File: src/rtl/dqv_pkg.sv
// Package: types and constants for the DNS query validator.
`default_nettype none
package dqv_pkg;

  typedef enum logic [2:0] {
    ERR_NONE     = 3'd0,
    ERR_TRUNC    = 3'd1,
    ERR_RESPONSE = 3'd2,
    ERR_OPCODE   = 3'd3,
    ERR_QDCOUNT  = 3'd4,
    ERR_POINTER  = 3'd5,
    ERR_RESERVED = 3'd6,
    ERR_LONG     = 3'd7
  } err_code_t;

  localparam logic [15:0] QR_MASK     = 16'h8000;
  localparam logic [15:0] OPCODE_MASK = 16'h7800;
  localparam logic [15:0] RD_MASK     = 16'h0100;
  localparam logic [7:0]  PTR_MASK    = 8'hC0;
  localparam logic [7:0]  MAX_LABEL   = 8'd63;
  localparam logic [3:0]  HDR_LAST    = 4'd11;
  localparam logic [3:0]  POS_MAX     = 4'd15;
  localparam logic [8:0]  TYPE_CLASS_BYTES = 9'd4;

  typedef struct packed {
    logic [7:0] data_byte;
    logic       last_byte;
  } in_item_t;

  typedef struct packed {
    logic        ok;
    logic [2:0]  error_code;
    logic [15:0] query_id;
    logic        recursion_wanted;
    logic [8:0]  name_length;
    logic [15:0] question_type;
    logic [15:0] question_class;
    logic [8:0]  question_length;
  } result_t;

  typedef struct packed {
    logic    valid;
    result_t data;
  } result_beat_t;

endpackage
`default_nettype wire

File: src/rtl/dqv_parser.sv
// Byte-wise header and question parser: state registers and next-state logic.
`default_nettype none
module dqv_parser (
  input  wire logic                 clk,
  input  wire logic                 rst,
  input  wire logic                 take,
  input  wire dqv_pkg::in_item_t    item,
  input  wire logic [7:0]           name_limit,
  output dqv_pkg::result_beat_t     beat
);

  typedef enum logic [2:0] {
    PH_HEADER = 3'd0,
    PH_NAME   = 3'd1,
    PH_LABEL  = 3'd2,
    PH_TAIL   = 3'd3,
    PH_DONE   = 3'd4,
    PH_REJECT = 3'd5
  } phase_t;

  phase_t              phase, phase_next;
  logic [3:0]          byte_position, byte_position_next;
  logic [5:0]          label_remaining, label_remaining_next;
  logic [8:0]          name_total, name_total_next;
  logic [15:0]         saved_id, saved_id_next;
  logic                saved_rd, saved_rd_next;
  logic [7:0]          high_byte_hold, high_byte_hold_next;
  logic [15:0]         saved_type, saved_type_next;
  logic [15:0]         saved_class, saved_class_next;
  logic [1:0]          tail_index, tail_index_next;
  dqv_pkg::err_code_t  saved_error, saved_error_next;

  logic [7:0]          b;
  logic [15:0]         word;
  logic [5:0]          label_dec;
  logic                emit_now;
  logic                emit_ok;
  dqv_pkg::err_code_t  emit_err;
  logic                clear;

  assign b         = item.data_byte;
  assign word      = {high_byte_hold, b};
  assign label_dec = label_remaining - 6'd1;

  always_comb begin
    phase_next           = phase;
    byte_position_next   = byte_position;
    label_remaining_next = label_remaining;
    name_total_next      = name_total;
    saved_id_next        = saved_id;
    saved_rd_next        = saved_rd;
    high_byte_hold_next  = high_byte_hold;
    saved_type_next      = saved_type;
    saved_class_next     = saved_class;
    tail_index_next      = tail_index;
    saved_error_next     = saved_error;
    emit_now             = item.last_byte;
    emit_ok              = 1'b0;
    emit_err             = dqv_pkg::ERR_TRUNC;

    unique case (phase)
      PH_HEADER: begin
        if (byte_position == 4'd0 || byte_position == 4'd2 || byte_position == 4'd4) begin
          high_byte_hold_next = b;
        end else if (byte_position == 4'd1) begin
          saved_id_next = word;
        end else if (byte_position == 4'd3) begin
          if (saved_error == dqv_pkg::ERR_NONE) begin
            if ((word & dqv_pkg::QR_MASK) != 16'd0) begin
              saved_error_next = dqv_pkg::ERR_RESPONSE;
            end else if ((word & dqv_pkg::OPCODE_MASK) != 16'd0) begin
              saved_error_next = dqv_pkg::ERR_OPCODE;
            end
          end
          saved_rd_next = ((word & dqv_pkg::RD_MASK) != 16'd0);
        end else if (byte_position == 4'd5) begin
          if (word != 16'd1 && saved_error == dqv_pkg::ERR_NONE) begin
            saved_error_next = dqv_pkg::ERR_QDCOUNT;
          end
        end
        if (byte_position != dqv_pkg::POS_MAX) begin
          byte_position_next = byte_position + 4'd1;
        end
        // header complete: a stored flag fault now wins over truncation
        if (byte_position >= dqv_pkg::HDR_LAST) begin
          if (saved_error != dqv_pkg::ERR_NONE) begin
            phase_next = PH_REJECT;
            emit_err   = saved_error;
          end else begin
            phase_next = PH_NAME;
          end
        end
      end
      PH_NAME: begin
        if ((b & dqv_pkg::PTR_MASK) == dqv_pkg::PTR_MASK) begin
          saved_error_next = dqv_pkg::ERR_POINTER;
          phase_next       = PH_REJECT;
          emit_err         = dqv_pkg::ERR_POINTER;
        end else if (b > dqv_pkg::MAX_LABEL) begin
          saved_error_next = dqv_pkg::ERR_RESERVED;
          phase_next       = PH_REJECT;
          emit_err         = dqv_pkg::ERR_RESERVED;
        end else if (b == 8'd0) begin
          phase_next      = PH_TAIL;
          tail_index_next = 2'd0;
        end else begin
          label_remaining_next = b[5:0];
          name_total_next      = name_total + {1'b0, b} + 9'd1;
          phase_next           = PH_LABEL;
        end
      end
      PH_LABEL: begin
        label_remaining_next = label_dec;
        if (label_dec == 6'd0) begin
          if (name_total > {1'b0, name_limit}) begin
            saved_error_next = dqv_pkg::ERR_LONG;
            phase_next       = PH_REJECT;
            emit_err         = dqv_pkg::ERR_LONG;
          end else begin
            phase_next = PH_NAME;
          end
        end
      end
      PH_TAIL: begin
        unique case (tail_index)
          2'd0, 2'd2: high_byte_hold_next = b;
          2'd1:       saved_type_next     = word;
          2'd3:       saved_class_next    = word;
          default:    high_byte_hold_next = b;
        endcase
        if (tail_index == 2'd3) begin
          phase_next = PH_DONE;
          emit_ok    = 1'b1;
        end else begin
          tail_index_next = tail_index + 2'd1;
        end
      end
      PH_DONE: begin
        emit_ok = 1'b1;
      end
      PH_REJECT: begin
        emit_err = saved_error;
      end
      default: begin
        emit_err = saved_error;
      end
    endcase
  end

  assign clear = take && emit_now;

  always_comb begin
    beat       = '0;
    beat.valid = clear;
    if (emit_ok) begin
      beat.data.ok               = 1'b1;
      beat.data.query_id         = saved_id_next;
      beat.data.recursion_wanted = saved_rd_next;
      beat.data.name_length      = name_total_next + 9'd1;
      beat.data.question_type    = saved_type_next;
      beat.data.question_class   = saved_class_next;
      beat.data.question_length  = name_total_next + 9'd1 + dqv_pkg::TYPE_CLASS_BYTES;
    end else begin
      beat.data.error_code = emit_err;
    end
  end

  always_ff @(posedge clk) begin
    if (rst || clear) begin
      phase           <= PH_HEADER;
      byte_position   <= 4'd0;
      label_remaining <= 6'd0;
      name_total      <= 9'd0;
      saved_id        <= 16'd0;
      saved_rd        <= 1'b0;
      high_byte_hold  <= 8'd0;
      saved_type      <= 16'd0;
      saved_class     <= 16'd0;
      tail_index      <= 2'd0;
      saved_error     <= dqv_pkg::ERR_NONE;
    end else if (take) begin
      phase           <= phase_next;
      byte_position   <= byte_position_next;
      label_remaining <= label_remaining_next;
      name_total      <= name_total_next;
      saved_id        <= saved_id_next;
      saved_rd        <= saved_rd_next;
      high_byte_hold  <= high_byte_hold_next;
      saved_type      <= saved_type_next;
      saved_class     <= saved_class_next;
      tail_index      <= tail_index_next;
      saved_error     <= saved_error_next;
    end
  end

endmodule
`default_nettype wire

File: src/rtl/dqv_out_reg.sv
// Verdict output register with valid/ready handshake.
`default_nettype none
module dqv_out_reg (
  input  wire logic                  clk,
  input  wire logic                  rst,
  input  wire dqv_pkg::result_beat_t beat,
  input  wire logic                  out_ready,
  output logic                       out_valid,
  output dqv_pkg::result_t           out_data,
  output logic                       room
);

  // free now, or emptied at this edge
  assign room = !out_valid || out_ready;

  always_ff @(posedge clk) begin
    if (rst) begin
      out_valid <= 1'b0;
    end else if (room) begin
      out_valid <= beat.valid;
    end
  end

  always_ff @(posedge clk) begin
    if (room && beat.valid) begin
      out_data <= beat.data;
    end
  end

endmodule
`default_nettype wire

File: src/rtl/dns_query_validator.sv
// Top level of the DNS query validator.
// Usage:
//  - in channel: one message byte per transaction (data_byte, last_byte), valid/ready.
//    last_byte marks the final byte of a DNS message.
//  - out channel: one verdict transaction per message, produced by the byte
//    carrying last_byte: ok, error_code, ID, RD bit, name and question lengths,
//    QTYPE and QCLASS. Rejected messages give ok = 0, a nonzero error_code and zeros elsewhere.
//  - cfg channel: writes name_limit (reset 255); cfg_ready is always high.
//    Write it only while no message is in flight.
//  - Throughput: one byte per cycle, back to back, across message boundaries, unless stalled.
//    Each byte is parsed by short logic feeding the parser state registers.
//  - Verdict timing: the verdict is registered and appears on out_valid in the cycle after
//    the last byte is accepted.
//  - Stall: the verdict register holds while out_ready is low. Bytes that do
//    not end a message are still not taken then either: in_ready follows the
//    verdict register being empty or being drained this cycle.
//  - Reset (rst, synchronous, active high) clears parser state, drops any
//    pending verdict and restores name_limit to 255.
`default_nettype none
module dns_query_validator (
  input  wire logic              clk,
  input  wire logic              rst,
  input  wire logic              in_valid,
  output logic                   in_ready,
  input  wire dqv_pkg::in_item_t in_data,
  output logic                   out_valid,
  input  wire logic              out_ready,
  output dqv_pkg::result_t       out_data,
  input  wire logic              cfg_valid,
  output logic                   cfg_ready,
  input  wire logic [7:0]        cfg_data
);

  logic [7:0]            limit_q;
  dqv_pkg::result_beat_t beat;
  logic                  take;
  logic                  room;

  assign cfg_ready = 1'b1;

  always_ff @(posedge clk) begin
    if (rst) begin
      limit_q <= 8'hFF;
    end else if (cfg_valid && cfg_ready) begin
      limit_q <= cfg_data;
    end
  end

  assign in_ready = room;
  assign take     = in_valid && in_ready;

  dqv_parser u_parser (
    .clk        (clk),
    .rst        (rst),
    .take       (take),
    .item       (in_data),
    .name_limit (limit_q),
    .beat       (beat)
  );

  dqv_out_reg u_out_reg (
    .clk       (clk),
    .rst       (rst),
    .beat      (beat),
    .out_ready (out_ready),
    .out_valid (out_valid),
    .out_data  (out_data),
    .room      (room)
  );

endmodule
`default_nettype wire

File: config.mk
export PLATFORM = sky130hd
export DESIGN_NAME = dns_query_validator
export DESIGN_NICKNAME = d
export VERILOG_FILES = /design/src/rtl/dqv_pkg.sv /design/src/rtl/dqv_parser.sv /design/src/rtl/dqv_out_reg.sv /design/src/rtl/dns_query_validator.sv
export SDC_FILE = /design/constraint.sdc
export NUM_CORES = 1
export LEC_CHECK = 0
export ABC_AREA = 1
export BUFFER_PORTS_ARGS = -buffer_cell sky130_fd_sc_hd__buf_2
export CELL_PAD_IN_SITES_DETAIL_PLACEMENT = 1
export CELL_PAD_IN_SITES_GLOBAL_PLACEMENT = 1
export CORE_AREA = 8 8 108 209
export DETAILED_ROUTE_END_ITERATION = 10
export DIE_AREA = 0 0 116 217
export PLACE_DENSITY = 0.91
export SETUP_SLACK_MARGIN = 0.2
export SYNTH_ARGS = -nofsm -noshare
export SYNTH_HDL_FRONTEND = slang
export SYNTH_HIERARCHICAL = 1
export SYNTH_SLANG_ARGS = --single-unit
File: constraint.sdc
create_clock -name clk -period 7.97 [get_ports clk]
set_clock_uncertainty 0.1 [all_clocks]
set_input_delay 1.594 -clock clk [delete_from_list [all_inputs] [get_ports clk]]
set_output_delay 1.594 -clock clk [all_outputs]
set_load 0.01 [all_outputs]
## After elaboration in Yosys (flattened, before gate mapping)

Index checks and enable logic that the tools add are counted.

| storage, ports and cells | value |
|---|---|
| output and inout port bits | 74 |
| logic and storage cells | 153 |
| register bits after elaboration | 164 |

| cells by class | value |
|---|---|
| equality and inequality tests | 33 |
| $lt $le $gt $ge | 3 |
| reductions and logical operators | 30 |
| multiplexer cells | 59 |
| add/sub/neg operators | 7 |

Operators by type and width:

| operator | number |
|---|---|
| two-way mux 16 bit | 7 |
| two-way mux 3 bit | 25 |
| two-way mux 9 bit | 4 |
| case mux 3 bit (4 select lines) | 2 |
| adder 9 x 1 -> 9 bit, second input constant | 2 |
| two-way mux 6 bit | 3 |
| two-way mux 8 bit | 2 |
| inequality test 16 x 1 -> 1 bit, second input constant | 1 |
| case mux 8 bit (2 select lines) | 1 |
| nonzero test 16 bit | 1 |
| inequality test 2 bit, second input constant | 7 |
| inequality test 2 x 1 -> 1 bit, second input constant | 6 |
| case mux 6 bit (2 select lines) | 1 |
| AND reduction 11 bit | 1 |
| AND reduction 5 bit | 2 |
| adder 9 x 3 -> 9 bit, second input constant | 1 |
| adder 9 x 8 -> 9 bit | 1 |
| greater-than comparator 9 x 8 -> 1 bit | 1 |
| inequality test 3 x 1 -> 1 bit, second input constant | 3 |
| case mux 3 bit (3 select lines) | 1 |
| == test 4 x 2 -> 1 bit, second input constant | 2 |
| == test 4 x 3 -> 1 bit, second input constant | 2 |
| greater-than comparator 8 x 6 -> 1 bit, second input constant | 1 |
| logical NOT 8 bit | 1 |
| 31 further kinds | 54 |

## Depth between registers and ports, before layout

Gate-level depths: netlist of the first run.

| logic depth | value |
|---|---|
| word-level depth | 8 |
| depth in mapped cells | 21 |
| mapped depth without buffers | 20 |

## Modules after synthesis

Netlist of the first run, hierarchy kept.

Modules (own cells, without submodules):

| module | times used | area an instance (um2) | cells an instance |
|---|---|---|---|
| dqv_parser | 1 | 5934.4 | 969 |
| dqv_out_reg | 1 | 2179.6 | 77 |
| dns_query_validator | 1 | 297.8 | 39 |

## Worst setup path before layout of the first run

OpenSTA, ideal clock, no wires.

| timing path | value |
|---|---|
| path type | input-to-reg |
| start | input out_ready |
| end | register, netlist name u_out_reg/out_data[0] |
| arrival time | 5.559 ns |
| setup slack | 1.788 ns |
| stages | 9 |
| setup time | 0.523 ns |
| path buffers | 1 |
| cells stage by stage | inv_2 nand2_2 nand2_1 inv_1 nand2_1 inv_1 buf_4 inv_1 a21oi_1 |

| on the way | value |
|---|---|
| word-level cells in the longest chain between the ends | 4 |

Ends and longest elaborated chain:

| what | RTL line | RTL |
|---|---|---|
| start, declared | dns_query_validator.sv:27 | `input wire logic out_ready,` |
| logical OR 1 bit | dqv_out_reg.sv:14 | `assign room = !out_valid \|\| out_ready;` |
| net in_ready | dns_query_validator.sv:24 | `output logic in_ready,` |
| logical AND 1 bit | dns_query_validator.sv:50 | `assign take = in_valid && in_ready;` |
| net take | dns_query_validator.sv:36 | `logic take;` |
| logical AND 1 bit | dqv_parser.sv:150 | `assign clear = take && emit_now;` |
| net u_parser.clear | dqv_parser.sv:39 | `logic clear;` |
| logical AND 1 bit | dqv_out_reg.sv:25 | `if (room && beat.valid) begin` |

The timed path passes the listed nets, and every way through them passes these cells.
A chain may end at the register's enable or synchronous reset.

## Final worst setup path of the first run

| timing path | value |
|---|---|
| start | input in_data[8] (netlist bit) |
| end | register, netlist name u_out_reg/out_data[8] |

RTL lines:

| what | RTL line | RTL |
|---|---|---|
| start, declared | dns_query_validator.sv:25 | `input wire dqv_pkg::in_item_t in_data,` |
| branches (longest 3 deep; another with greater-than comparator 8 x 6 -> 1 bit) | n/a |  |
| two-way mux 9 bit * | dqv_parser.sv:95 | `if ((b & dqv_pkg::PTR_MASK) == dqv_pkg::PTR_MASK) begin` |
| two-way mux 9 bit * | dqv_parser.sv:61 | `unique case (phase)` |
| net u_parser.name_total_next[0] | dqv_parser.sv:24 | `logic [8:0] name_total, name_total_next;` |
| adder 9 x 1 -> 9 bit * | dqv_parser.sv:162 | `beat.data.question_length = name_total_next + 9'd1 + dqv_pkg::TYPE_CLASS_BYTES;` |
| adder 9 x 3 -> 9 bit * | dqv_parser.sv:162 |  |

Mark *: on every way through the listed nets, which the timed path passes.

==> run metrics, run 1 <==
Synth Register Bits 164; Post-DP HPWL 18.59 mm; nets 1215; largest net degree at the start of global routing 76; Antenna diodes 0; Hold EP limit_q[1]$_SDFFE_PP1P_; largest family of logic cells by synthesized area simple AND/OR/NAND/NOR gates; I/O pin cnt 96; Initial Util 42.64%; max incr delay on CP 380 ps; fin. max-slew vios 0; Remaining Overflow, GRT 0; Hold Fails Final Rpt 0; mean post-synth cell area 7.753 um^2; Final min period 4254 ps; wire per inst 17.83 um; first-pass GRT wire length 40.54 mm; Die Height 217 um; Worst-Margin Slew 1067 ps; CTS Buf Count 17; Worst Path Class, Setup in2reg; RePlAce Congestion 0.9161; mux cell area share after synthesis 0%; Hold Crit Depth 2; outcome completed; final wirelength 25.61 mm; Rel. slew slack 28.69%; initial antenna violation count 0; Fillers 2553; most frequent cells in the layout 206 x nand2_1, 184 x inv_1, 158 x nor2_1, 99 x o21ai_0, 94 x buf_2; final instance area 9644 um^2; Leakage 4.765 nW; area fraction in compound gates after synthesis 13.12%; Tot Pwr 1.951 mW; Fmax 0.2351 GHz; initial DRC count 338; Post-CTS Repair Setup Buffers 0; CTS tree done; Worst Hold Class reg2reg; Sum Neg Setup Slack 0 ps; mean number of vias per cell 5.268; Power Dens Cells 202.3 nW/um^2; Worst Reg-to-Reg Cells 7; die area 25170 um^2; Core Footprint 19730 um^2; Critical Path Source Type input pin; vias in the first global route 8067; DRT antenna net count 0; CP max-delay cell ha_1; clock tree root driver cell clkbuf_16; clk_lat worst skew 440 ps; Buffers on Ports 94; reg2reg start u_parser/phase[0]$_SDFFE_PP0P_; Cell Chain, Critical Path buf_2 > inv_1 > ha_1 > inv_1 > nor2_2 > nand2_2 > nand3_4 > nand2_1 > nand2_2 > ha_1 > xor2_1 > inv_2 > ha_1 > nand3_2 > nor2_4 > nand3_2 > nand2_1 > nand2_1 > nor2_1; Worst-path clk slew 70 ps; CTS H-tree depth 4; DRC 0; Post-Synth Adder-Cell Area 4.849%; number of synthesized flops with an enable pin 71; Area Growth Syn to Fin 14.65%; Async S/R FF share, synth 0%; Peak VDD IR 0.0001504 V; Reg2Reg Setup Slack 4520 ps; Yosys warnings 6; Post-DP Area 9082 um^2; commonest register cell after synthesis dfxtp_1; RSZ-0062 raised after global routing false; Worst Path Arrival 4350 ps; Sink Count 164; Synth cell types 46; commonest non-fill, non-tap cell in the layout nand2_1; hold-fix buffers at CTS 0; Mapped Nets 1139; min-delay src limit_q[1]$_SDFFE_PP1P_; Worst Path Max Fanout 9; final period utilization 53.38%; maximum clock path buffer count 2; xor and xnor fraction of the mapped netlist area 0.7288%; maxcap violations 0; via count 7565; CTS resizes 0; die width 116 um; synthesized cell area 8412 um^2; share of layout cells above drive strength 1 14.82%; Worst EP required 8070 ps; Syn Inst Count 1085; share of the yosys chip area belonging to registers 47.48%; cell row count 73; RR Endpoint u_out_reg/out_data[0]$_DFFE_PP_; element type at the critical path end flip-flop; DRT Pass-1 Iters 5; All-Layer GR Usage 21.04%; simple-gate portion of the synthesized area 22.77%; endpoints failing setup 0
[worst max-delay path: cells and delay by family]
kind          cells  cell delay, ps
fa+ha+maj         3             820
simple gates     11            1110
xor+xnor          1             320
buf+inv           4             510
[kinds of logic (layout without fill, tap and decap cells)]
| group | Yosys count | in the layout |
|---|---|---|
| buffers and inverters | 238 | 327 |
| adder cells (fa/ha/maj) | 32 | 32 |
| XOR/XNOR | 7 | 7 |
| flip-flops | 164 | 164 |
| AO/OA/AOI/OAI | 200 | 200 |
| AND/OR/NAND/NOR | 443 | 443 |
| other | 1 | 1 |
[metal layers]
| layer | part of all wire, % | routed length, um | GRT usage [%] | vias up |
|---|---|---|---|---|
| met1 | 34 | 8810 | 19.01 | 3670 |
| met3 | 3.3 | 848 | 3.911 | 88 |
| met2 | 56 | 14220 | 39.73 | 190 |
| met4 | 6.8 | 1732 | 15.50 | 0 |
| met5 | 0 | 0 | 0 | - |
| li1 | - | - | - | 3617 |
[report_power, final]
| group | internal [mW] | switching [mW] |
|---|---|---|
| logic | 0.0670 | 0.157 |
| clock network | 0.412 | 0.382 |
| registers | 0.913 | 0.0211 |
[cell type report]
| class | instances | area [um^2] | area share [%] |
|---|---|---|---|
| Clock buffer | 17 | 425.4 | 4.411 |
| Inverter | 194 | 728.2 | 7.551 |
| Clock inverter | 15 | 136.4 | 1.414 |
| Tap cell | 262 | 327.8 | 3.399 |
| Sequential cell | 164 | 3994 | 41.41 |
| Multi-Input combinational cell | 683 | 3510 | 36.39 |
| Timing Repair Buffer | 101 | 523.0 | 5.423 |
[how the worst max path moves through the flow]
stage,start,end,slack [ps],cells past startpoint
2_1_floorplan,out_ready,u_out_reg/out_data[0]$_DFFE_PP_,1790,9
3_3_place_gp,in_data[8],u_out_reg/out_data[8]$_DFFE_PP_,3600,19
3_5_place_dp,in_data[8],u_out_reg/out_data[8]$_DFFE_PP_,3420,19
4_1_cts,in_data[7],u_out_reg/out_data[8]$_DFFE_PP_,3760,19
5_1_grt,in_data[8],u_out_reg/out_data[8]$_DFFE_PP_,3580,19
6_report,in_data[8],u_out_reg/out_data[8]$_DFFE_PP_,3720,19
[cells in the mapped netlist, types with 3 or more instances]
| library cell | number | area share, % |
|---|---|---|
| a211oi_1 | 7 | 0.62 |
| ha_1 | 31 | 4.6 |
| nand3_2 | 3 | 0.36 |
| edfxtp_1 | 71 | 25 |
| nand2_2 | 10 | 0.74 |
| nor3_1 | 4 | 0.24 |
| nand2_1 | 206 | 9.2 |
| nand3b_1 | 5 | 0.45 |
| nand3_1 | 24 | 1.4 |
| a21oi_1 | 57 | 3.4 |
| o21ai_1 | 5 | 0.30 |
| buf_1 | 4 | 0.18 |
| inv_1 | 185 | 8.3 |
| o211ai_1 | 17 | 1.5 |
| clkbuf_1 | 31 | 1.4 |
| o21ai_0 | 99 | 5.9 |
| nor4_1 | 3 | 0.22 |
| buf_4 | 6 | 0.54 |
| inv_2 | 8 | 0.36 |
| xor2_1 | 5 | 0.52 |
| dfxtp_1 | 93 | 22 |
| nand4_1 | 14 | 1.0 |
| nor2_2 | 3 | 0.22 |
| nor2_1 | 159 | 7.1 |
| a31oi_1 | 4 | 0.30 |
[per-stage QoR]
stage                     hold slack, ps  std cells  utilization, %  setup slack [ps]
after floorplan                    328.9       1085               -              1788
after global placement             340.4       1404           46.04              3603
after detailed placement           347.4       1404           46.04              3421
after CTS                          364.8       1436           48.88              3755
after global routing               394.1       1436           48.88              3577
final                              359.6       1436           48.88              3716
[state kept, by name, indices dropped and copies added (netlist names), 2 cells and up]
name and flops:
u_out_reg/out_data 71, u_parser/saved_class 16, u_parser/saved_id 16, u_parser/saved_type 16, u_parser/name_total 9, limit_q 8
u_parser/high_byte_hold 8, u_parser/label_remaining 6, u_parser/byte_position 4, u_parser/phase 3, u_parser/saved_error 3, u_parser/tail_index 2
No activity file was read; power rests on OpenSTA's default activity.
==> run 2, diff against run 1 <==
- CORE_AREA: 8 8 108 209 -> 8 8 113 219
- DIE_AREA: 0 0 116 217 -> 0 0 121 227
- PLACE_DENSITY: 0.91 -> 0.87
- clock period: 7.97 -> 3.7 ns (I/O delays scaled with it)
==> run metrics, run 2 (same netlist as run 1, synthesis figures left out) <==
outcome completed; vias in the first global route 7919; DRT antenna net count 0; Worst Path Class, Setup in2reg; Worst EP required 3800 ps; wire per inst 17.09 um; CP max-delay cell fa_1; Leakage 4.783 nW; Critical Path Source Type input pin; CTS H-tree depth 4; Core Footprint 21870 um^2; Worst Hold Class reg2reg; Cell Chain, Critical Path buf_2 > inv_1 > ha_1 > fa_1 > inv_1 > nand4_1 > nand2_1 > ha_1 > xor2_1 > inv_2 > ha_1 > nand3_2 > nor2_4 > nand3_2 > nor2_1 > nor2_1; initial antenna violation count 0; Tot Pwr 4.198 mW; Hold Fails Final Rpt 0; Cells after DPL 1423; Post-CTS Repair Setup Buffers 0; Worst-path clk slew 60 ps; CTS tree done; mean number of vias per cell 5.146; DRC 0; first-pass GRT wire length 40.04 mm; RePlAce Congestion 0.8839; DRT Pass-1 Iters 4; Initial Util 38.46%; CTS Buf Count 17; cell row count 77; endpoints failing setup 0; max reg flops 71; Sink Count 164; Worst Path Max Fanout 5; Final min period 3171 ps; maxcap violations 0; RSZ-0062 raised after global routing false; nets 1220; WHS 364.4 ps; Power Dens Cells 432.5 nW/um^2; Area Growth Syn to Fin 15.39%; Crit path top cell by count ha_1; hold-fix buffers at CTS 0; Rel. slew slack 37.58%; Non-Filler Instances 1455; Worst-Margin Slew 934.0 ps; final wirelength 24.86 mm; Peak VDD IR 0.0002597 V; fin. max-slew vios 0; Top delay family on crit path adder cells; Antenna diodes 0; Fmax 0.3154 GHz; via count 7487; CP bufs+invs 4; die area 27470 um^2; final period utilization 85.69%; Sum Neg Setup Slack 0 ps; maximum clock path buffer count 2; share of layout cells above drive strength 1 15.10%; Post-DP HPWL 17.96 mm; commonest non-fill, non-tap cell in the layout nand2_1; All-Layer GR Usage 18.66%; Worst Path Arrival 3270 ps; Die Height 227 um; element type at the critical path end flip-flop; clk_lat worst skew 450 ps; clock tree root driver cell clkbuf_16; most frequent cells in the layout 206 x nand2_1, 184 x inv_1, 158 x nor2_1, 99 x o21ai_0, 94 x buf_2; largest net degree at the start of global routing 75; CTS resizes 0; I/O pin cnt 96; Largest Register u_out_reg/out_data; Buffers on Ports 94; max incr delay on CP 510 ps; die width 121 um; Remaining Overflow, GRT 0; initial DRC count 447
[run 2: worst register-to-register path: cells and delay by family (launching register included)]
kind / cells / cell delay (ps)
AND/OR/NAND/NOR: 7 / 710
adder cells (fa/ha/maj): 4 / 1170
XOR/XNOR: 1 / 210
flip-flops: 1 / 340
buffers and inverters: 3 / 270
[run 2: report_power, final]
part | switching [mW] | internal (mW) | leakage, nW | total (mW)
sequential | 0.0434 | 1.97 | 1.44 | 2.01
combinational | 0.336 | 0.148 | 3.07 | 0.484
clock | 0.772 | 0.932 | 0.267 | 1.70
[run 2: path summary, 6_finish.rpt]
| path | start | end | slack [ps] | cells after the start |
|---|---|---|---|---|
| max | in_data[1] | u_out_reg/out_data[8]$_DFFE_PP_ | 530 | 16 |
| min reg2reg | limit_q[3]$_SDFFE_PP1P_ | limit_q[3]$_SDFFE_PP1P_ | 360 | 2 |
| min | limit_q[3]$_SDFFE_PP1P_ | limit_q[3]$_SDFFE_PP1P_ | 360 | 2 |
| max reg2reg | u_parser/name_total[0]$_SDFFE_PP0P_ | u_out_reg/out_data[8]$_DFFE_PP_ | 660 | 15 |
[run 2: per-stage QoR]
stage | util, % | setup WS [ps] | area [um^2]
finish | 44.38 | 529.3 | 9707
global route | 44.38 | 372.9 | 9707
CTS | 44.38 | 569.7 | 9707
detailed placement | 41.84 | 155.2 | 9150
global placement | 41.84 | 313.7 | 9150
floorplan | - | 618.9 | 8423
[run 2: cell type report]
cell class                      count  area (um^2)
Sequential cell                   164         3994
Fill cell                        2740        12160
Tap cell                          276        345.3
Clock buffer                       18        429.2
Clock inverter                     14        127.6
Timing Repair Buffer              106        573.1
Multi-Input combinational cell    683         3510
Inverter                          194        728.2
[run 2: layer usage]
| metal | up-vias | global-route usage [%] | part of all wire [%] |
|---|---|---|---|
| met5 | - | 0 | 0 |
| met4 | 0 | 9.976 | 3.8 |
| met3 | 52 | 4.421 | 5.6 |
| met2 | 202 | 32.96 | 51 |
| met1 | 3609 | 20.07 | 39 |
| li1 | 3624 | - | - |
